**config.mk**
```make
export PLATFORM = sky130hd
export DESIGN_NAME = cis_csr
export DESIGN_NICKNAME = d
export VERILOG_FILES = /design/src/rtl/coalescing_interval_set_top_defines.svh /design/src/rtl/cis_pkg.sv /design/src/rtl/cis_csr.sv
export SDC_FILE = /design/constraint.sdc
export NUM_CORES = 1
export LEC_CHECK = 0
export ABC_AREA = 1
export BUFFER_PORTS_ARGS = -buffer_cell sky130_fd_sc_hd__buf_2
export CAP_MARGIN = 5
export CELL_PAD_IN_SITES_DETAIL_PLACEMENT = 1
export CELL_PAD_IN_SITES_GLOBAL_PLACEMENT = 1
export CORE_AREA = 5 5 174 159
export CTS_CLUSTER_SIZE = 30
export DETAILED_ROUTE_END_ITERATION = 10
export DIE_AREA = 0 0 179 164
export GPL_TIMING_DRIVEN = 0
export PLACE_DENSITY_LB_ADDON = 0.1
export SYNTH_ARGS = -nofsm -noshare
export SYNTH_HDL_FRONTEND = slang
export SYNTH_SLANG_ARGS = --single-unit
export TNS_END_PERCENT = 100
```
**constraint.sdc**
```tcl
create_clock -name clock -period 1.5 [get_ports clock]
set_input_delay 0.075 -clock clock [delete_from_list [all_inputs] [get_ports clock]]
set_output_delay 0.075 -clock clock [all_outputs]
set_load 0.03 [all_outputs]
```
**src/rtl/coalescing_interval_set_top_defines.svh**
```systemverilog
// assertion helpers used by the interval set controller
`ifndef COALESCING_INTERVAL_SET_TOP_DEFINES_SVH
`define COALESCING_INTERVAL_SET_TOP_DEFINES_SVH

// same-cycle implication, sampled on clock, quiet during reset
`define CIS_ASSERT_IMPL(lbl, ante, cons) \
   lbl: assert property (@(posedge clock) disable iff (reset) (ante) |-> (cons)) \
      else $error("assertion failed");

// next-cycle implication
`define CIS_ASSERT_NEXT(lbl, ante, cons) \
   lbl: assert property (@(posedge clock) disable iff (reset) (ante) |=> (cons)) \
      else $error("assertion failed");

`endif

```
**src/rtl/cis_pkg.sv**
```systemverilog
`default_nettype none
package cis_pkg;

   localparam int NUM_BLOCK_REGS = 5;
   localparam int DEF_TABLE_DEPTH = 64;
   localparam int DEF_BLOCKS = 5;
   localparam int CSR_AW = 5;

   localparam logic [1:0] OP_MARK = 2'd0;
   localparam logic [1:0] OP_CONTAINS = 2'd1;
   localparam logic [1:0] OP_CONTIG = 2'd2;
   localparam logic [1:0] OP_CLEAR = 2'd3;

   localparam logic [2:0] ST_OK = 3'd0;
   localparam logic [2:0] ST_INVALID_CTX = 3'd1;
   localparam logic [2:0] ST_OUT_OF_RANGE = 3'd2;
   localparam logic [2:0] ST_CAPACITY = 3'd3;
   localparam logic [2:0] ST_UNMATERIALIZED = 3'd4;

   localparam logic [2:0] REG_CONTEXT_VALID = 3'd0;
   localparam logic [2:0] REG_MAX_INTERVALS = 3'd1;
   localparam logic [2:0] REG_BLOCK_SIZE_0 = 3'd2;
   localparam logic [2:0] REG_BLOCK_SIZE_4 = 3'd6;

   typedef struct packed {
      logic        context_valid;
      logic [6:0]  max_intervals;
      logic [NUM_BLOCK_REGS-1:0][31:0] block_size;
   } cfg_type;

   typedef struct packed {
      logic [2:0]  blk;
      logic [31:0] first;
      logic [31:0] last;
   } entry_type;

   function automatic logic [31:0] block_size_sel(input cfg_type cfg, input logic [2:0] b);
      logic [31:0] r;
      r = '0;
      for (int j = 0; j < NUM_BLOCK_REGS; j++) begin
         if (b == 3'(j)) begin
            r = cfg.block_size[j];
         end
      end
      return r;
   endfunction

endpackage
`default_nettype wire

```
**src/rtl/cis_csr.sv**
```systemverilog
`default_nettype none
module cis_csr
   import cis_pkg::*;
(
   input  wire logic              clock,
   input  wire logic              reset,
   input  wire logic              csr_psel,
   input  wire logic              csr_penable,
   input  wire logic              csr_pwrite,
   input  wire logic [CSR_AW-1:0] csr_paddr,
   input  wire logic [31:0]       csr_pwdata,
   output logic [31:0]            csr_prdata,
   output logic                   csr_pready,
   output cfg_type                cfg
);
   cfg_type     cfg_ff, cfg_in;
   logic [2:0]  idx;
   logic        wr;

   assign idx = csr_paddr[CSR_AW-1:2];
   assign wr = csr_psel && csr_penable && csr_pwrite;
   assign csr_pready = 1'b1;
   assign cfg = cfg_ff;

   always_comb begin
      cfg_in = cfg_ff;
      if (wr) begin
         if (idx == REG_CONTEXT_VALID) begin
            cfg_in.context_valid = csr_pwdata[0];
         end else if (idx == REG_MAX_INTERVALS) begin
            cfg_in.max_intervals = csr_pwdata[6:0];
         end else if (idx >= REG_BLOCK_SIZE_0 && idx <= REG_BLOCK_SIZE_4) begin
            for (int j = 0; j < NUM_BLOCK_REGS; j++) begin
               if (idx == REG_BLOCK_SIZE_0 + 3'(j)) begin
                  cfg_in.block_size[j] = csr_pwdata;
               end
            end
         end
      end
   end

   always_comb begin
      csr_prdata = '0;
      if (idx == REG_CONTEXT_VALID) begin
         csr_prdata = {31'b0, cfg_ff.context_valid};
      end else if (idx == REG_MAX_INTERVALS) begin
         csr_prdata = {25'b0, cfg_ff.max_intervals};
      end else if (idx >= REG_BLOCK_SIZE_0 && idx <= REG_BLOCK_SIZE_4) begin
         csr_prdata = block_size_sel(cfg_ff, idx - REG_BLOCK_SIZE_0);
      end
   end

   always_ff @(posedge clock) begin
      if (reset) begin
         cfg_ff.context_valid <= 1'b0;
         cfg_ff.max_intervals <= 7'd64;
         cfg_ff.block_size <= '0;
      end else begin
         cfg_ff <= cfg_in;
      end
   end
endmodule
`default_nettype wire

```
==> flow_metrics.env <==
export IMPL_status="finished with violations"
export IMPL_violations="setup timing"
export IMPL_slowest_stage="ha_4"
export IMPL_setup_tns_ns=-6.04
export IMPL_crit_end="csr_prdata[7]"
export IMPL_grt_overflow_total=0
export IMPL_die_h_um=164
export IMPL_dp_hpwl_um=28900
export IMPL_crit_arrival_ns=1.65
export IMPL_path_max_fanout=5
export IMPL_synth_seq_cells=168
export IMPL_avgRoutedWirePerCell_um=22.2
export IMPL_htree_levels=4
export IMPL_die_w_um=179
export IMPL_path_class="in2out"
export IMPL_path_cells="buf_8 > buf_8 > inv_8 > ha_4 > buf_12 > inv_8 > nor2_4 > buf_12 > clkbuf_16 > nand2_4 > nand3_4 > nor2_4 > nor2_4 > buf_6"
export IMPL_initial_utilization=0.314
export IMPL_drv_slew=0
export IMPL_clock_root_buffer="clkbuf_16"
export IMPL_grt_pass1_vias=9781
export IMPL_r2r_end="cfg[95]$_SDFFE_PP0P_"
export IMPL_hold_path_depth=5
export IMPL_hold_violations=0
export IMPL_syn_nets=1275
export IMPL_synth_cell_types=25
export IMPL_synth_warnings=0
export IMPL_avgSynthCellArea_um2=6.56
export IMPL_numCtsBuffers=17
export IMPL_power_internal_uw=7830
export IMPL_place_gp_congestion=0.821
export IMPL_largest_reg_flops=168
export IMPL_io_pins=243
export IMPL_antenna_found_initial=0
export IMPL_synth_area_mm2=0.00807
export IMPL_power_uw=11200
export IMPL_route_detailed_drc=0
export IMPL_drive_above_1_share=0.351
export IMPL_cts_sinks=168
export IMPL_design_die_area_mm2=0.0294
export IMPL_worst_pin_slew_ns=0.737
export IMPL_clk_path_buf_depth=2
export IMPL_rows=56
export IMPL_final_antenna_net_count=0
export IMPL_clk_latency_ns=0.44
export IMPL_required_ns=1.42
export IMPL_min_path_type="in2reg"
export IMPL_leakage_uw=0.00588
export IMPL_final_nets=1601
export IMPL_finalInstanceArea_mm2=0.0127
export IMPL_reg2reg_slack_ns=0.74
export IMPL_antennaDiodeCount=0
export IMPL_drt_iter0_drc=680
export IMPL_r2r_start="cfg[95]$_SDFFE_PP0P_"
export IMPL_end_kind="primary output"
export IMPL_ir_drop_mv=0.603
export IMPL_reg2reg_depth=2
export IMPL_critPathLaunch="csr_paddr[3]"
export IMPL_synth_cells=1230
export IMPL_synth_area_top_cells="dfxtp_1, nor2_1, o21ai_0, nand3_1, nand2_1"
export IMPL_p_sw_frac=0.304
export IMPL_via_per_inst=5.13
export IMPL_start_kind="input port"
export IMPL_combPwrFrac=0.180
export IMPL_core_area_mm2=0.0257
export IMPL_synth_top_area_frac=0.417
export IMPL_slowest_delay_ns=0.31
export IMPL_relSlewSlack=0.509
export IMPL_yosysSeqAreaShare=0.417
export IMPL_skew_ns=0
export IMPL_clock_fmax_mhz=580
export IMPL_p_switching_uw=3420
export IMPL_grt_setup_unrepaired="true"
export IMPL_crit_path_frequent_cell="nor2_4"
export IMPL_grtUsageTotal=0.284
export IMPL_p_per_area_mw_per_mm2=888
export IMPL_area_growth_pct=57.1
export IMPL_postPlaceCellArea_mm2=0.0100
export IMPL_grt_max_degree=17
export IMPL_clk_pin_slew_ns=0.07
export IMPL_dr_pass1_iters=7
export IMPL_min_period_over_period=1.15
export IMPL_max_cap_viol_count=0
export IMPL_grt_first_pass_wirelength_um=61500
export IMPL_wirelength_um=42600
export IMPL_stdcell_count=1917
export IMPL_dpl_cell_count=1816
export IMPL_worst_slack_ns=-0.223
export IMPL_final_min_clock_period_ns=1.72
export IMPL_vias=9843
export IMPL_pwr_share_clk=0.416
export IMPL_io_buffers=238
export IMPL_pre_cts_ws_ns=-0.994
export IMPL_finalSetupViolCount=32
export IMPL_tritoncts="yes"
export IMPL_netlist_top_cell_by_area="dfxtp_1"
export IMPL_p_seq_frac=0.404
## cells in the mapped netlist
master	instances
nor2_1	338
dfxtp_1	168
o21ai_0	156
nand2_1	147
nand3_1	118
inv_1	84
a21oi_1	78
clkbuf_1	39
buf_4	24
nand4_1	14
buf_2	11
clkbuf_2	9
inv_2	8
nand2_2	7
nor2_2	6
o21ai_1	6
buf_6	4
buf_1	3
ha_1	3
nor2_4	2
conb_1	1
inv_4	1
nand3_2	1
nor3_1	1
o211ai_1	1
## power by group through the flow
stage          sequential [uW]  combinational, uW  clock, uW
5_1_grt                   4540               2130       4900
3_3_place_gp              4640               1360          0
2_1_floorplan             4710                767          0
3_5_place_dp              4640               1370          0
6_report                  4540               2030       4680
4_1_cts                   4540               1930       4690
## area by class of cell
| cell class | instances | area, um^2 |
|---|---|---|
| Buffer | 89 | 816 |
| Clock buffer | 19 | 443 |
| Clock inverter | 13 | 156 |
| Fill cell | 3268 | 13000 |
| Inverter | 93 | 377 |
| Multi-Input combinational cell | 879 | 4810 |
| Sequential cell | 168 | 3360 |
| Tap cell | 348 | 435 |
| Timing Repair Buffer | 308 | 2270 |
## cell families (layout without fill, tap and decap cells)
| family | after synthesis | after routing | share of synthesized area |
|---|---|---|---|
| compound gates | 241 | 241 | 0.150 |
| buf+inv | 183 | 522 | 0.103 |
| simple gates | 634 | 634 | 0.325 |
| other cells | 1 | 1 | 0.000465 |
| flops | 168 | 168 | 0.417 |
| fa+ha+maj | 3 | 3 | 0.00465 |
## worst max-delay path, delay by kind of cell
| family | cells | cell delay [ns] |
|---|---|---|
| buffers and inverters | 8 | 0.83 |
| adders and majority gates | 1 | 0.31 |
| and+or+nand+nor | 5 | 0.41 |
## worst min-delay path by stage
stage / slack [ns] / to / start
after detailed placement: 0.39 / cfg[101]$_SDFFE_PP0P_ / csr_pwdata[5]
after global placement: 0.38 / cfg[106]$_SDFFE_PP0P_ / csr_pwdata[10]
after global routing: 0.24 / cfg[33]$_SDFFE_PP0P_ / csr_paddr[4]
after floorplan: 0.21 / cfg[166]$_SDFFE_PP1P_ / csr_pwdata[6]
final: 0.21 / cfg[32]$_SDFFE_PP0P_ / csr_paddr[4]
after CTS: 0.20 / cfg[33]$_SDFFE_PP0P_ / csr_paddr[4]
## what timing repair did
item                                    in CTS  in global routing
pin swaps                                   57                 31
hold endpoints to repair                    99                  0
endpoints found under the setup margin      32                 55
gates resized for setup                    298                 72
setup buffers                               27                  1
cloned                                      10                  1
hold buffers                                32                  0
## metrics by stage
step	hold slack, ns	util
floorplan	0.205	-
global placement	0.377	0.389
detailed placement	0.386	0.389
CTS	0.199	0.481
global route	0.244	0.493
finish	0.206	0.493
## layer usage
| metal | vias up | track usage | routed length (um) |
|---|---|---|---|
| met1 | 4863 | 0.389 | 19300 |
| met4 | 0 | 0.0656 | 576 |
| li1 | 4608 | - | - |
| met3 | 40 | 0.0587 | 2890 |
| met2 | 332 | 0.460 | 19800 |
| met5 | - | 0 | 0 |
## placed cells by master (no fill, tap or decap), types with 33 or more instances in the layout
master     count
nor2_1       284
buf_2        211
dfxtp_1      168
nand2_1      114
o21ai_0      104
nand3_1       92
inv_1         82
a21oi_1       71
nor2_4        43
buf_6         41
buf_4         40
clkbuf_16     33
(Power assumes the default switching activity.)
