`src/rtl/coalescing_interval_set_top_defines.svh`:
```
// assertion helpers used by the interval set controller
`ifndef COALESCING_INTERVAL_SET_TOP_DEFINES_SVH
`define COALESCING_INTERVAL_SET_TOP_DEFINES_SVH

// same-cycle implication, sampled on clock, quiet during reset
`define CIS_ASSERT_IMPL(lbl, ante, cons) \
   lbl: assert property (@(posedge clock) disable iff (reset) (ante) |-> (cons)) \
      else $error("assertion failed");

// next-cycle implication
`define CIS_ASSERT_NEXT(lbl, ante, cons) \
   lbl: assert property (@(posedge clock) disable iff (reset) (ante) |=> (cons)) \
      else $error("assertion failed");

`endif

```
`src/rtl/cis_pkg.sv`:
```
`default_nettype none
package cis_pkg;

   localparam int NUM_BLOCK_REGS = 5;
   localparam int DEF_TABLE_DEPTH = 64;
   localparam int DEF_BLOCKS = 5;
   localparam int CSR_AW = 5;

   localparam logic [1:0] OP_MARK = 2'd0;
   localparam logic [1:0] OP_CONTAINS = 2'd1;
   localparam logic [1:0] OP_CONTIG = 2'd2;
   localparam logic [1:0] OP_CLEAR = 2'd3;

   localparam logic [2:0] ST_OK = 3'd0;
   localparam logic [2:0] ST_INVALID_CTX = 3'd1;
   localparam logic [2:0] ST_OUT_OF_RANGE = 3'd2;
   localparam logic [2:0] ST_CAPACITY = 3'd3;
   localparam logic [2:0] ST_UNMATERIALIZED = 3'd4;

   localparam logic [2:0] REG_CONTEXT_VALID = 3'd0;
   localparam logic [2:0] REG_MAX_INTERVALS = 3'd1;
   localparam logic [2:0] REG_BLOCK_SIZE_0 = 3'd2;
   localparam logic [2:0] REG_BLOCK_SIZE_4 = 3'd6;

   typedef struct packed {
      logic        context_valid;
      logic [6:0]  max_intervals;
      logic [NUM_BLOCK_REGS-1:0][31:0] block_size;
   } cfg_type;

   typedef struct packed {
      logic [2:0]  blk;
      logic [31:0] first;
      logic [31:0] last;
   } entry_type;

   function automatic logic [31:0] block_size_sel(input cfg_type cfg, input logic [2:0] b);
      logic [31:0] r;
      r = '0;
      for (int j = 0; j < NUM_BLOCK_REGS; j++) begin
         if (b == 3'(j)) begin
            r = cfg.block_size[j];
         end
      end
      return r;
   endfunction

endpackage
`default_nettype wire

```
`src/rtl/cis_if.sv`:
```
`default_nettype none
interface cis_req_if;
   logic        valid;
   logic        ready;
   logic [1:0]  opcode;
   logic [2:0]  block_index;
   logic [31:0] range_offset;
   logic [31:0] range_size;
   modport source(output valid, opcode, block_index, range_offset, range_size, input ready);
   modport sink(input valid, opcode, block_index, range_offset, range_size, output ready);
endinterface

interface cis_rsp_if;
   logic        valid;
   logic        ready;
   logic [2:0]  status;
   logic        hit;
   logic [31:0] contiguous_bytes;
   modport source(output valid, status, hit, contiguous_bytes, input ready);
   modport sink(input valid, status, hit, contiguous_bytes, output ready);
endinterface
`default_nettype wire

```
`src/rtl/cis_ctrl.sv`:
```
`default_nettype none
`include "coalescing_interval_set_top_defines.svh"
module cis_ctrl
   import cis_pkg::*;
#(
   parameter int DEPTH = DEF_TABLE_DEPTH,
   parameter int BLOCKS = DEF_BLOCKS,
   parameter int AW = 6,
   parameter int CW = 7
) (
   input  wire logic    clock,
   input  wire logic    reset,
   input  wire cfg_type cfg,
   cis_req_if.sink      req_if,
   cis_rsp_if.source    rsp_if,
   output logic         rd_en,
   output logic [AW-1:0] rd_addr,
   input  wire entry_type rd_data,
   output logic         wr_en,
   output logic [AW-1:0] wr_addr,
   output entry_type    wr_data
);
   localparam logic [3:0] S_IDLE = 4'd0;
   localparam logic [3:0] S_SCAN_RD = 4'd1;
   localparam logic [3:0] S_SCAN_EV = 4'd2;
   localparam logic [3:0] S_DECIDE = 4'd3;
   localparam logic [3:0] S_DN_RD = 4'd4;
   localparam logic [3:0] S_DN_WR = 4'd5;
   localparam logic [3:0] S_UP_RD = 4'd6;
   localparam logic [3:0] S_UP_WR = 4'd7;
   localparam logic [3:0] S_RESP = 4'd8;

   logic [3:0]    state_ff, state_in;
   logic [CW-1:0] total_ff, total_in;
   logic          rsp_valid_ff, rsp_valid_in;
   logic [1:0]    op_ff, op_in;
   logic [2:0]    blk_ff, blk_in;
   logic [31:0]   off_ff, off_in;
   logic [31:0]   size_ff, size_in;
   logic [CW-1:0] idx_ff, idx_in;
   logic [CW-1:0] first_ff, first_in;
   logic [CW-1:0] merged_ff, merged_in;
   logic          phase_a_ff, phase_a_in;
   logic [31:0]   mb_ff, mb_in;
   logic [31:0]   me_ff, me_in;
   logic          found_ff, found_in;
   logic [31:0]   cov_end_ff, cov_end_in;
   logic [2:0]    res_status_ff, res_status_in;
   logic          res_hit_ff, res_hit_in;
   logic [31:0]   res_bytes_ff, res_bytes_in;
   logic [2:0]    out_status_ff, out_status_in;
   logic          out_hit_ff, out_hit_in;
   logic [31:0]   out_bytes_ff, out_bytes_in;

   logic          accept;
   logic [31:0]   req_bsize;
   logic          req_blk_bad;
   logic [CW:0]   src_idx;
   logic [CW-1:0] first_eff;
   logic [CW-1:0] k_cnt;

   assign req_if.ready = (state_ff == S_IDLE);
   assign accept = req_if.valid && req_if.ready;
   assign req_bsize = block_size_sel(cfg, req_if.block_index);
   assign req_blk_bad = 32'(req_if.block_index) >= BLOCKS;
   assign k_cnt = merged_ff - CW'(1);
   assign src_idx = {1'b0, idx_ff} + {1'b0, k_cnt};
   assign first_eff = phase_a_ff ? idx_ff : first_ff;

   assign rsp_if.valid = rsp_valid_ff;
   assign rsp_if.status = out_status_ff;
   assign rsp_if.hit = out_hit_ff;
   assign rsp_if.contiguous_bytes = out_bytes_ff;

   always_comb begin
      state_in = state_ff;
      total_in = total_ff;
      rsp_valid_in = rsp_valid_ff && !rsp_if.ready;
      op_in = op_ff;
      blk_in = blk_ff;
      off_in = off_ff;
      size_in = size_ff;
      idx_in = idx_ff;
      first_in = first_ff;
      merged_in = merged_ff;
      phase_a_in = phase_a_ff;
      mb_in = mb_ff;
      me_in = me_ff;
      found_in = found_ff;
      cov_end_in = cov_end_ff;
      res_status_in = res_status_ff;
      res_hit_in = res_hit_ff;
      res_bytes_in = res_bytes_ff;
      out_status_in = out_status_ff;
      out_hit_in = out_hit_ff;
      out_bytes_in = out_bytes_ff;
      rd_en = 1'b0;
      rd_addr = idx_ff[AW-1:0];
      wr_en = 1'b0;
      wr_addr = idx_ff[AW-1:0];
      wr_data = rd_data;

      case (state_ff)
         S_IDLE: begin
            if (accept) begin
               op_in = req_if.opcode;
               blk_in = req_if.block_index;
               off_in = req_if.range_offset;
               size_in = req_if.range_size;
               idx_in = '0;
               merged_in = '0;
               phase_a_in = 1'b1;
               found_in = 1'b0;
               mb_in = req_if.range_offset;
               me_in = req_if.range_offset + req_if.range_size;
               res_status_in = ST_OK;
               res_hit_in = 1'b0;
               res_bytes_in = '0;
               state_in = S_SCAN_RD;
               case (req_if.opcode)
                  OP_MARK: begin
                     if (!cfg.context_valid) begin
                        res_status_in = ST_INVALID_CTX;
                        state_in = S_RESP;
                     end else if (req_blk_bad || req_if.range_offset > req_bsize
                                  || req_if.range_size > req_bsize - req_if.range_offset) begin
                        res_status_in = ST_OUT_OF_RANGE;
                        state_in = S_RESP;
                     end else if (req_if.range_size == '0) begin
                        state_in = S_RESP;
                     end
                  end
                  OP_CONTAINS: begin
                     if (req_if.range_size == '0) begin
                        res_hit_in = 1'b1;
                        state_in = S_RESP;
                     end else if (req_blk_bad) begin
                        res_status_in = ST_OUT_OF_RANGE;
                        state_in = S_RESP;
                     end
                  end
                  OP_CONTIG: begin
                     if (!cfg.context_valid) begin
                        res_status_in = ST_INVALID_CTX;
                        state_in = S_RESP;
                     end else if (req_blk_bad || req_if.range_offset > req_bsize) begin
                        res_status_in = ST_OUT_OF_RANGE;
                        state_in = S_RESP;
                     end
                  end
                  default: begin
                     total_in = '0;
                     state_in = S_RESP;
                  end
               endcase
            end
         end
         S_SCAN_RD: begin
            if (idx_ff >= total_ff) begin
               state_in = S_DECIDE;
            end else begin
               rd_en = 1'b1;
               state_in = S_SCAN_EV;
            end
         end
         S_SCAN_EV: begin
            state_in = S_SCAN_RD;
            if (op_ff == OP_MARK) begin
               if (phase_a_ff && (rd_data.blk < blk_ff
                   || (rd_data.blk == blk_ff && rd_data.last < mb_ff))) begin
                  idx_in = idx_ff + CW'(1);
               end else begin
                  if (phase_a_ff) begin
                     first_in = idx_ff;
                     phase_a_in = 1'b0;
                  end
                  if (rd_data.blk == blk_ff && rd_data.first <= me_ff) begin
                     if (rd_data.first < mb_ff) begin
                        mb_in = rd_data.first;
                     end
                     if (rd_data.last > me_ff) begin
                        me_in = rd_data.last;
                     end
                     merged_in = merged_ff + CW'(1);
                     idx_in = idx_ff + CW'(1);
                  end else begin
                     state_in = S_DECIDE;
                  end
               end
            end else begin
               if (rd_data.blk < blk_ff) begin
                  idx_in = idx_ff + CW'(1);
               end else if (rd_data.blk == blk_ff && rd_data.first <= off_ff) begin
                  found_in = 1'b1;
                  cov_end_in = rd_data.last;
                  idx_in = idx_ff + CW'(1);
               end else begin
                  state_in = S_DECIDE;
               end
            end
         end
         S_DECIDE: begin
            state_in = S_RESP;
            case (op_ff)
               OP_CONTAINS: begin
                  res_hit_in = found_ff && off_ff <= cov_end_ff
                               && size_ff <= cov_end_ff - off_ff;
               end
               OP_CONTIG: begin
                  if (!found_ff || off_ff >= cov_end_ff) begin
                     res_status_in = ST_UNMATERIALIZED;
                  end else begin
                     res_bytes_in = cov_end_ff - off_ff;
                  end
               end
               OP_MARK: begin
                  first_in = first_eff;
                  if (merged_ff != '0) begin
                     // keep the first merged entry, close the gap above it
                     wr_en = 1'b1;
                     wr_addr = first_eff[AW-1:0];
                     wr_data = '{blk: blk_ff, first: mb_ff, last: me_ff};
                     idx_in = first_eff + CW'(1);
                     state_in = S_DN_RD;
                  end else if (32'(total_ff) >= 32'(cfg.max_intervals)
                               || 32'(total_ff) >= DEPTH) begin
                     res_status_in = ST_CAPACITY;
                  end else begin
                     idx_in = total_ff;
                     state_in = S_UP_RD;
                  end
               end
               default: begin
               end
            endcase
         end
         S_DN_RD: begin
            if (src_idx < {1'b0, total_ff}) begin
               rd_en = 1'b1;
               rd_addr = src_idx[AW-1:0];
               state_in = S_DN_WR;
            end else begin
               total_in = total_ff - k_cnt;
               state_in = S_RESP;
            end
         end
         S_DN_WR: begin
            wr_en = 1'b1;
            idx_in = idx_ff + CW'(1);
            state_in = S_DN_RD;
         end
         S_UP_RD: begin
            if (idx_ff > first_ff) begin
               rd_en = 1'b1;
               rd_addr = AW'(idx_ff - CW'(1));
               state_in = S_UP_WR;
            end else begin
               wr_en = 1'b1;
               wr_addr = first_ff[AW-1:0];
               wr_data = '{blk: blk_ff, first: mb_ff, last: me_ff};
               total_in = total_ff + CW'(1);
               state_in = S_RESP;
            end
         end
         S_UP_WR: begin
            wr_en = 1'b1;
            idx_in = idx_ff - CW'(1);
            state_in = S_UP_RD;
         end
         S_RESP: begin
            if (!rsp_valid_ff || rsp_if.ready) begin
               rsp_valid_in = 1'b1;
               out_status_in = res_status_ff;
               out_hit_in = res_hit_ff;
               out_bytes_in = res_bytes_ff;
               state_in = S_IDLE;
            end
         end
         default: begin
            state_in = S_IDLE;
         end
      endcase
   end

   always_ff @(posedge clock) begin
      if (reset) begin
         state_ff <= S_IDLE;
         total_ff <= '0;
         rsp_valid_ff <= 1'b0;
      end else begin
         state_ff <= state_in;
         total_ff <= total_in;
         rsp_valid_ff <= rsp_valid_in;
      end
   end

   always_ff @(posedge clock) begin
      op_ff <= op_in;
      blk_ff <= blk_in;
      off_ff <= off_in;
      size_ff <= size_in;
      idx_ff <= idx_in;
      first_ff <= first_in;
      merged_ff <= merged_in;
      phase_a_ff <= phase_a_in;
      mb_ff <= mb_in;
      me_ff <= me_in;
      found_ff <= found_in;
      cov_end_ff <= cov_end_in;
      res_status_ff <= res_status_in;
      res_hit_ff <= res_hit_in;
      res_bytes_ff <= res_bytes_in;
      out_status_ff <= out_status_in;
      out_hit_ff <= out_hit_in;
      out_bytes_ff <= out_bytes_in;
   end

   `CIS_ASSERT_IMPL(a_total_bound, 1'b1, 32'(total_ff) <= DEPTH)
   `CIS_ASSERT_IMPL(a_no_same_entry, rd_en && wr_en, rd_addr != wr_addr)
   `CIS_ASSERT_NEXT(a_clear_empties, accept && req_if.opcode == OP_CLEAR, total_ff == '0)
endmodule
`default_nettype wire

```
`src/flat_wrapper.sv`:
```
// flat-port wrapper written by rule: the top's interface ports become plain ports
module cis_ctrl_flat import cis_pkg::*;
#(
   parameter int DEPTH = DEF_TABLE_DEPTH,
   parameter int BLOCKS = DEF_BLOCKS,
   parameter int AW = 6,
   parameter int CW = 7
)
  (clock, reset, cfg, rd_en, rd_addr, rd_data, wr_en, wr_addr, wr_data, req_if_valid, req_if_opcode, req_if_block_index, req_if_range_offset, req_if_range_size, req_if_ready, rsp_if_valid, rsp_if_status, rsp_if_hit, rsp_if_contiguous_bytes, rsp_if_ready);
  cis_req_if req_if_i ();
  cis_rsp_if rsp_if_i ();
  input  wire logic clock;
  input  wire logic reset;
  input  wire cfg_type cfg;
  output logic rd_en;
  output logic [AW-1:0] rd_addr;
  input  wire entry_type rd_data;
  output logic wr_en;
  output logic [AW-1:0] wr_addr;
  output entry_type wr_data;
  input wire logic [$bits(req_if_i.valid)-1:0] req_if_valid;
  input wire logic [$bits(req_if_i.opcode)-1:0] req_if_opcode;
  input wire logic [$bits(req_if_i.block_index)-1:0] req_if_block_index;
  input wire logic [$bits(req_if_i.range_offset)-1:0] req_if_range_offset;
  input wire logic [$bits(req_if_i.range_size)-1:0] req_if_range_size;
  output wire logic [$bits(req_if_i.ready)-1:0] req_if_ready;
  output wire logic [$bits(rsp_if_i.valid)-1:0] rsp_if_valid;
  output wire logic [$bits(rsp_if_i.status)-1:0] rsp_if_status;
  output wire logic [$bits(rsp_if_i.hit)-1:0] rsp_if_hit;
  output wire logic [$bits(rsp_if_i.contiguous_bytes)-1:0] rsp_if_contiguous_bytes;
  input wire logic [$bits(rsp_if_i.ready)-1:0] rsp_if_ready;
  assign req_if_i.valid = req_if_valid;
  assign req_if_i.opcode = req_if_opcode;
  assign req_if_i.block_index = req_if_block_index;
  assign req_if_i.range_offset = req_if_range_offset;
  assign req_if_i.range_size = req_if_range_size;
  assign req_if_ready = req_if_i.ready;
  assign rsp_if_valid = rsp_if_i.valid;
  assign rsp_if_status = rsp_if_i.status;
  assign rsp_if_hit = rsp_if_i.hit;
  assign rsp_if_contiguous_bytes = rsp_if_i.contiguous_bytes;
  assign rsp_if_i.ready = rsp_if_ready;
  cis_ctrl #(.DEPTH(DEPTH), .BLOCKS(BLOCKS), .AW(AW), .CW(CW)) u_core (.clock(clock), .reset(reset), .cfg(cfg), .req_if(req_if_i), .rsp_if(rsp_if_i), .rd_en(rd_en), .rd_addr(rd_addr), .rd_data(rd_data), .wr_en(wr_en), .wr_addr(wr_addr), .wr_data(wr_data));
endmodule
```
`config.mk`:
```
export PLATFORM = sky130hd
export DESIGN_NAME = cis_ctrl_flat
export DESIGN_NICKNAME = d
export VERILOG_FILES = /design/src/rtl/cis_pkg.sv /design/src/rtl/cis_if.sv /design/src/rtl/cis_ctrl.sv /design/src/flat_wrapper.sv
export VERILOG_INCLUDE_DIRS = /design/src /design/src/rtl
export SDC_FILE = /design/constraint.sdc
export NUM_CORES = 1
export LEC_CHECK = 0
export ABC_CLOCK_PERIOD_IN_PS = 7200
export BUFFER_PORTS_ARGS = -buffer_cell sky130_fd_sc_hd__buf_4
export CORE_MARGIN = 1.5
export CORE_UTILIZATION = 52
export DETAILED_ROUTE_END_ITERATION = 10
export MAX_ROUTING_LAYER = met4
export PLACE_DENSITY_LB_ADDON = 0.08
export SLEW_MARGIN = 20
export SYNTH_ARGS = -nofsm -noshare
export SYNTH_HDL_FRONTEND = slang
export SYNTH_SLANG_ARGS = --single-unit
```
`constraint.sdc`:
```
create_clock -name clock -period 7.2 [get_ports clock]
set_clock_uncertainty 0.2 [all_clocks]
set_input_delay 1.8 -clock clock [delete_from_list [all_inputs] [get_ports clock]]
set_output_delay 1.8 -clock clock [all_outputs]
set_load 0.02 [all_outputs]
```
==> impl_metrics.toml, run 1 <==
[timing]
min_period_ps = 7004
report.final.hold_viol_count = 0
actual_slew_at_the_worst_max_slew_pin_ps = 1081
setup_viol = 0
final_cycle_share_pct = 97.28
timing.final.max_slew_violations = 0
max_slew_margin_pct = 27.91
achievable-frequency_ghz = 0.1428
layout_setup_ws_ps = 196.1
hold_ws_ps = 218.3

[worst_setup_path]
path_max_fanout = 10
path_class = "register to primary output"
critical_path_arrival_ps = 5000
end_kind = "primary output"
ff2ff_path_depth = 19
crit_path_start_kind = "register"
worstPathRequired_ps = 5200

[synth]
synth_xor_area_share_pct = 4.188
ys_ff_latch = 272
synth.mux.area_fraction_pct = 3.214
top_reg_cell_synth = "sky130_fd_sc_hd__edfxtp_1"
seq_area_frac_synth_pct = 33.51
synthCells = 2591
synthAdderAreaFrac_pct = 19.53
synth_simple_gate_area_share_pct = 14.00
yosysWarningCount = 0
largest_family_of_logic_cells_by_synthesized_area = "compound AO/OA/AOI/OAI gates"
synth-async-reset-ratio_pct = 0
syn_nets = 3271
synth_area_mm2 = 0.02402
yosys.cell_types.count = 87
post_synth.cell_area_avg_um2 = 9.270
synth-edff-count = 260
synth_compound_gate_area_share_pct = 20.70

[power_and_ir_drop]
comb_power_share_pct = 34.5
power.switching_w = 0.001840
total_leakage_power_nw = 13.58
sequentialPowerShare_pct = 35.3
cell_area_power_density_mw_per_mm2 = 185.2
clockPowerShare_pct = 30.2
total_internal_power_w = 0.003635
fraction_of_power_spent_switching_nets_pct = 33.61
ir_drop_uv = 213.2

[finish]
fill_cells = 3797
num-nets-final = 3754
final_cell_mix = "530 x sky130_fd_sc_hd__buf_4, 367 x sky130_fd_sc_hd__ha_1, 300 x sky130_fd_sc_hd__nand2_1"
layout.cell_area.non_filler_mm2 = 0.02957
final_layout_size_suffix_gt1_share_pct = 21.49
layout_commonest_cell = "sky130_fd_sc_hd__buf_4"
areaGrowthSynthToFinish_pct = 23.10

[hold_path]
min_path_cells = 0
hp-class = "register to register"

[clock_network]
numCtsBuffers = 31
cts_sinks = 272
cts-root-to-sink-buffers = 3
cts.clk_slew.worst_paths_ps = 70
worst_skew_pair.late_latency_ps = 600
depth_of_the_cts_h_tree = 1
ctsHoldBuffers = 0
tritoncts = "built"
cts_root_buffer = "sky130_fd_sc_hd__clkbuf_16"

[placement]
gpl.final_weighted_congestion = 0.9925
dp_slack_ps = -491.9
port_buffers = 426
dp_hpwl_mm = 70.52
placedInstanceArea_mm2 = 0.02843

[global_routing]
first_pass_grt_wire_length_mm = 126.4
via_count_of_the_first_global_routing_pass = 21820
global_route.overflow_total = 0
track_usage_pct = 36.31
maximum_number_of_pins_on_one_net_before_global_route_repair = 73
antenna_found_initial = 3

[status]
status = "finished clean"

[route]
detailedRoute.firstPassIterationCount = 8
finalWirelength_mm = 86.13
drt-wirelength-per-cell_um = 23.27
drt_iter0_drc = 2199
drt-vias-per-instance = 6.076
remaining_drc_errors = 0
dr_total_vias = 22490
antenna_left = 0

[run]
max_cap_viol_count = 0

[floorplan]
die_x_extent_um = 217.9
die_h_um = 217.9
die-area_mm2 = 0.04749
pin_count = 427
row_count = 78
start_util_pct = 52.81
placeableCoreArea_mm2 = 0.04548
==> cells by family (layout without fill, tap and decap cells) <==
family | count (synthesis) | after routing
buffers and inverters | 301 | 809
XOR/XNOR | 114 | 114
flip-flops | 272 | 272
other | 0 | 3
adder cells (fa/ha/maj) | 372 | 372
AO/OA/AOI/OAI | 764 | 764
AND/OR/NAND/NOR | 731 | 731
multiplexers | 37 | 37
==> stage by stage <==
stage / TNS [ps] / utilization [%] / cells / power, W
CTS: 0 / 64.86 / 3695 / 0.005433
global route: -19.85 / 65.02 / 3702 / 0.005723
floorplan: 0 / - / 2591 / 0.003063
finish: 0 / 65.02 / 3702 / 0.005475
detailed placement: -1201 / 62.52 / 3637 / 0.003798
global placement: -775.5 / 62.52 / 3637 / 0.003738
==> power groups by stage <==
stage	combinational [W]	clock (W)	sequential (W)
final	0.00189	0.00165	0.00193
after global routing	0.00206	0.00172	0.00194
after CTS	0.00184	0.00166	0.00193
after detailed placement	0.00183	0	0.00196
after global placement	0.00178	0	0.00196
after floorplan	0.00111	0	0.00196
==> synth_stat cells (6+ instances only) <==
cell / number / share of area, %
sky130_fd_sc_hd__nor2_1: 166 / 2.6
sky130_fd_sc_hd__o22ai_1: 6 / 0.16
sky130_fd_sc_hd__o31ai_1: 10 / 0.31
sky130_fd_sc_hd__o221ai_1: 10 / 0.36
sky130_fd_sc_hd__nand3_1: 51 / 1.1
sky130_fd_sc_hd__and3_1: 20 / 0.52
sky130_fd_sc_hd__o211ai_1: 17 / 0.53
sky130_fd_sc_hd__o21ai_0: 184 / 3.8
sky130_fd_sc_hd__inv_1: 219 / 3.4
sky130_fd_sc_hd__a21boi_0: 6 / 0.19
sky130_fd_sc_hd__nor2b_1: 29 / 0.76
sky130_fd_sc_hd__a221o_1: 8 / 0.33
sky130_fd_sc_hd__nand2b_1: 24 / 0.63
sky130_fd_sc_hd__xnor2_1: 60 / 2.2
sky130_fd_sc_hd__a22o_1: 38 / 1.4
sky130_fd_sc_hd__a21oi_1: 192 / 4.0
sky130_fd_sc_hd__a221oi_1: 7 / 0.26
sky130_fd_sc_hd__ha_1: 367 / 19
sky130_fd_sc_hd__edfxtp_1: 260 / 33
sky130_fd_sc_hd__nand4_1: 51 / 1.3
sky130_fd_sc_hd__buf_2: 9 / 0.19
sky130_fd_sc_hd__o21bai_1: 28 / 0.88
sky130_fd_sc_hd__buf_1: 7 / 0.11
sky130_fd_sc_hd__xor2_1: 53 / 1.9
sky130_fd_sc_hd__mux4_2: 32 / 3.0
sky130_fd_sc_hd__a21o_1: 105 / 3.3
sky130_fd_sc_hd__a211oi_1: 22 / 0.69
sky130_fd_sc_hd__nand2_1: 301 / 4.7
sky130_fd_sc_hd__o21a_1: 24 / 0.75
sky130_fd_sc_hd__nor3_1: 30 / 0.63
sky130_fd_sc_hd__dfxtp_1: 12 / 1.0
sky130_fd_sc_hd__clkbuf_1: 61 / 0.95
sky130_fd_sc_hd__nor4_1: 17 / 0.44
sky130_fd_sc_hd__and4_1: 10 / 0.36
sky130_fd_sc_hd__o21ai_1: 27 / 0.56
sky130_fd_sc_hd__a31oi_1: 16 / 0.42
sky130_fd_sc_hd__a211o_1: 6 / 0.22
==> critical path, stage by stage, from the launching register on <==
cell and delay [ps]:
sky130_fd_sc_hd__edfxtp_1 410, sky130_fd_sc_hd__inv_1 100, sky130_fd_sc_hd__ha_1 230, sky130_fd_sc_hd__xnor2_1 220
sky130_fd_sc_hd__inv_1 110, sky130_fd_sc_hd__ha_1 350, sky130_fd_sc_hd__nor2b_1 150, sky130_fd_sc_hd__o21ai_0 150
sky130_fd_sc_hd__nand2b_1 110, sky130_fd_sc_hd__a21o_1 180, sky130_fd_sc_hd__a21oi_1 180, sky130_fd_sc_hd__xnor2_1 150
sky130_fd_sc_hd__ha_1 270, sky130_fd_sc_hd__nor2b_1 130, sky130_fd_sc_hd__a41oi_1 160, sky130_fd_sc_hd__o211ai_1 160
sky130_fd_sc_hd__or4_4 460, sky130_fd_sc_hd__and2_4 230, sky130_fd_sc_hd__o21bai_1 160, sky130_fd_sc_hd__a221o_1 320
sky130_fd_sc_hd__buf_4 160
==> layer usage <==
metal	track usage, %	vias to the layer above	wire length (um)
li1	-	10580	-
met1	45.75	10620	34820
met2	59.41	1114	40240
met3	5.718	176	7863
met4	12.30	0	3208
met5	-	-	0
==> worst paths after layout <==
| kind | start | endpoint | slack [ps] |
|---|---|---|---|
| max | u_core.merged_ff[1]$_SDFFCE_PN0P_ | rd_addr[4] | 200 |
| max reg2reg | u_core.cov_end_ff[0]$_DFFE_PP_ | u_core.res_hit_ff$_DFFE_PP_ | 2280 |
| min | u_core.res_bytes_ff[24]$_SDFFCE_PN0P_ | u_core.rsp_if.contiguous_bytes[24]$_DFFE_PP_ | 220 |
| min reg2reg | u_core.res_bytes_ff[24]$_SDFFCE_PN0P_ | u_core.rsp_if.contiguous_bytes[24]$_DFFE_PP_ | 220 |
==> state kept, by name, summed over array words and instances, names as in the netlist, 32 cells and up <==
| signal | cells |
|---|---|
| u_core.cov_end_ff | 32 |
| u_core.mb_ff | 32 |
| u_core.me_ff | 32 |
| u_core.off_ff | 32 |
| u_core.res_bytes_ff | 32 |
| u_core.rsp_if.contiguous_bytes | 32 |
| u_core.size_ff | 32 |
==> timing repair <==
action	in CTS	in global routing
setup endpoints to repair	0	8
setup buffers	0	4
hold endpoints to repair	0	0
gates resized for setup	0	6
==> area by class of cell <==
type,count,area [um2],share of cell area (%)
diodes,3,7.507,0.02539
repair buffers,531,3999,13.52
well taps,600,750.7,2.539
flip-flops and latches,272,8048,27.22
clock buffers,31,775.7,2.624
multi-input cells,2018,14870,50.29
clock inverters,27,291.5,0.9860
inverters,220,825.8,2.793
Power figures use the tool's default switching activity.
==> run 2: changes to the inputs <==
- REMOVE_ABC_BUFFERS: not set -> 1
==> run 2 against run 1 <==
Effect of this change:
- combinational power decreased by 3%
- sequential share of layout area up 0.29 points
- global-route usage down 0.43 points
- clock power grew 3%
- flip-flop and latch count stayed put
- register-to-register slack improved by 50 ps
- via count is 1.1% lower
- worst hold slack hardly changed
- die area stayed put
- critical path type is now primary input to register
- critical endpoint is now u_core.state_ff[3]$_SDFFE_PP0P_
- largest cell class unchanged
==> impl_metrics.toml, run 2 (synthesized netlist as in run 1, its figures left out) <==
[clock_network]
depth_of_the_cts_h_tree = 1
numCtsBuffers = 30
ctsHoldBuffers = 0
cts-root-to-sink-buffers = 3
cts_root_buffer = "sky130_fd_sc_hd__clkbuf_16"
cts_sinks = 272
worst_skew_pair.late_latency_ps = 590
cts.clk_slew.worst_paths_ps = 60
tritoncts = "built"

[floorplan]
die_h_um = 217.9
die-area_mm2 = 0.04749
placeableCoreArea_mm2 = 0.04548
pin_count = 427
die_x_extent_um = 217.9
row_count = 78
start_util_pct = 52.81

[global_routing]
antenna_found_initial = 3
via_count_of_the_first_global_routing_pass = 22020
track_usage_pct = 35.87
first_pass_grt_wire_length_mm = 126.4
global_route.overflow_total = 0
maximum_number_of_pins_on_one_net_before_global_route_repair = 74

[route]
finalWirelength_mm = 83.94
detailedRoute.firstPassIterationCount = 6
dr_total_vias = 22250
drt-vias-per-instance = 6.086
remaining_drc_errors = 0
drt-wirelength-per-cell_um = 22.96
antenna_left = 0
drt_iter0_drc = 1914

[timing]
min_period_ps = 6962
hold_ws_ps = 218.5
max_slew_margin_pct = 19.41
achievable-frequency_ghz = 0.1436
setup_repair_after_global_routing_missed_its_margin = "no"
timing.final.max_slew_violations = 0
actual_slew_at_the_worst_max_slew_pin_ps = 1198
final_cycle_share_pct = 96.70
setup_viol = 0
report.final.hold_viol_count = 0

[finish]
final_cell_mix = "484 x sky130_fd_sc_hd__buf_4, 367 x sky130_fd_sc_hd__ha_1, 300 x sky130_fd_sc_hd__nand2_1"
num-nets-final = 3709
finish.utilization_pct = 64.34
final_layout_size_suffix_gt1_share_pct = 20.09
layout_commonest_cell = "sky130_fd_sc_hd__buf_4"
fill_cells = 3779
areaGrowthSynthToFinish_pct = 21.82

[hold_path]
hp-class = "register to register"

[worst_setup_path]
path_max_fanout = 8
worstPathRequired_ps = 7440
end_kind = "register"
critical_path_arrival_ps = 7200
crit_path_start_kind = "primary input"
path_class = "primary input to register"

[power_and_ir_drop]
ir_drop_uv = 204.1
cell_area_power_density_mw_per_mm2 = 187.0
total_leakage_power_nw = 13.39

[status]
status = "finished clean"

[placement]
gpl.final_weighted_congestion = 1.021
port_buffers = 426
dp_hpwl_mm = 68.95

[run]
max_cap_viol_count = 0
[run 2: power by group]
part	internal [W]	switching [W]
Sequential	0.00187	0.0000624
Clock	0.00103	0.000675
Combinational	0.000783	0.00105
[run 2: final timing paths]
kind	start	to	slack (ps)	depth (start not counted)
setup / recovery	req_if_block_index[0]	u_core.state_ff[3]$_SDFFE_PP0P_	240	25
hold / removal	u_core.res_bytes_ff[25]$_SDFFCE_PN0P_	u_core.rsp_if.contiguous_bytes[25]$_DFFE_PP_	220	0
setup reg to reg	u_core.cov_end_ff[0]$_DFFE_PP_	u_core.res_hit_ff$_DFFE_PP_	2330	19
hold reg to reg	u_core.res_bytes_ff[25]$_SDFFCE_PN0P_	u_core.rsp_if.contiguous_bytes[25]$_DFFE_PP_	220	0
[run 2: what timing repair did]
action | 4_1_cts | 5_1_grt
resized for setup | 1 | 1
pin swaps | 0 | 0
endpoints found under the setup margin | 2 | 5
setup buffers | 0 | 1
[run 2: worst max-delay path: stages]
cell	delay, ps
sky130_fd_sc_hd__buf_4	180
sky130_fd_sc_hd__buf_4	150
sky130_fd_sc_hd__mux4_2	480
sky130_fd_sc_hd__a22o_1	200
sky130_fd_sc_hd__ha_1	280
sky130_fd_sc_hd__and4_1	230
sky130_fd_sc_hd__nand3_1	90
sky130_fd_sc_hd__a211oi_1	480
sky130_fd_sc_hd__o21bai_1	150
sky130_fd_sc_hd__buf_4	170
sky130_fd_sc_hd__a21boi_0	310
sky130_fd_sc_hd__nand3_1	120
sky130_fd_sc_hd__nand2_1	80
sky130_fd_sc_hd__a21oi_1	80
sky130_fd_sc_hd__xor2_1	150
sky130_fd_sc_hd__ha_1	320
sky130_fd_sc_hd__a21oi_2	240
sky130_fd_sc_hd__o2111ai_1	160
sky130_fd_sc_hd__a2111o_1	410
sky130_fd_sc_hd__a21oi_2	310
sky130_fd_sc_hd__buf_4	170
sky130_fd_sc_hd__a21oi_1	50
sky130_fd_sc_hd__o32ai_1	320
sky130_fd_sc_hd__nand2b_1	150
sky130_fd_sc_hd__a31oi_1	100
[run 2: layer usage]
layer	GRT usage, %	vias up	share of wire (%)	routed length [um]
met3	4.310	153	7.8	6542
met2	59.24	966	47	39750
met1	46.35	10660	42	35180
li1	-	10470	-	-
met4	10.25	0	2.9	2473
met5	-	-	0	0
[run 2: cell type report]
cell class | count | area (um2) | share of cell area, %
diodes | 4 | 10.01 | 0.03421
inverters | 220 | 825.8 | 2.822
multi-input cells | 2018 | 14850 | 50.74
well taps | 600 | 750.7 | 2.566
flip-flops and latches | 272 | 8048 | 27.50
clock buffers | 34 | 775.7 | 2.651
clock inverters | 21 | 311.5 | 1.065
repair buffers | 487 | 3694 | 12.62
[run 2: metrics by stage]
stage                     setup TNS, ps  cell area [um2]  power [W]  setup slack [ps]  cells
final                                 0            29260   0.005472             237.5   3656
after global routing                  0            29260   0.005717             12.49   3655
after CTS                             0            29240   0.005448             116.0   3651
after detailed placement          -1640            28150   0.003752            -622.5   3596
after global placement            -1363            28150   0.003690            -511.6   3596
after floorplan                 -113040            23680   0.003051             -1723   2510
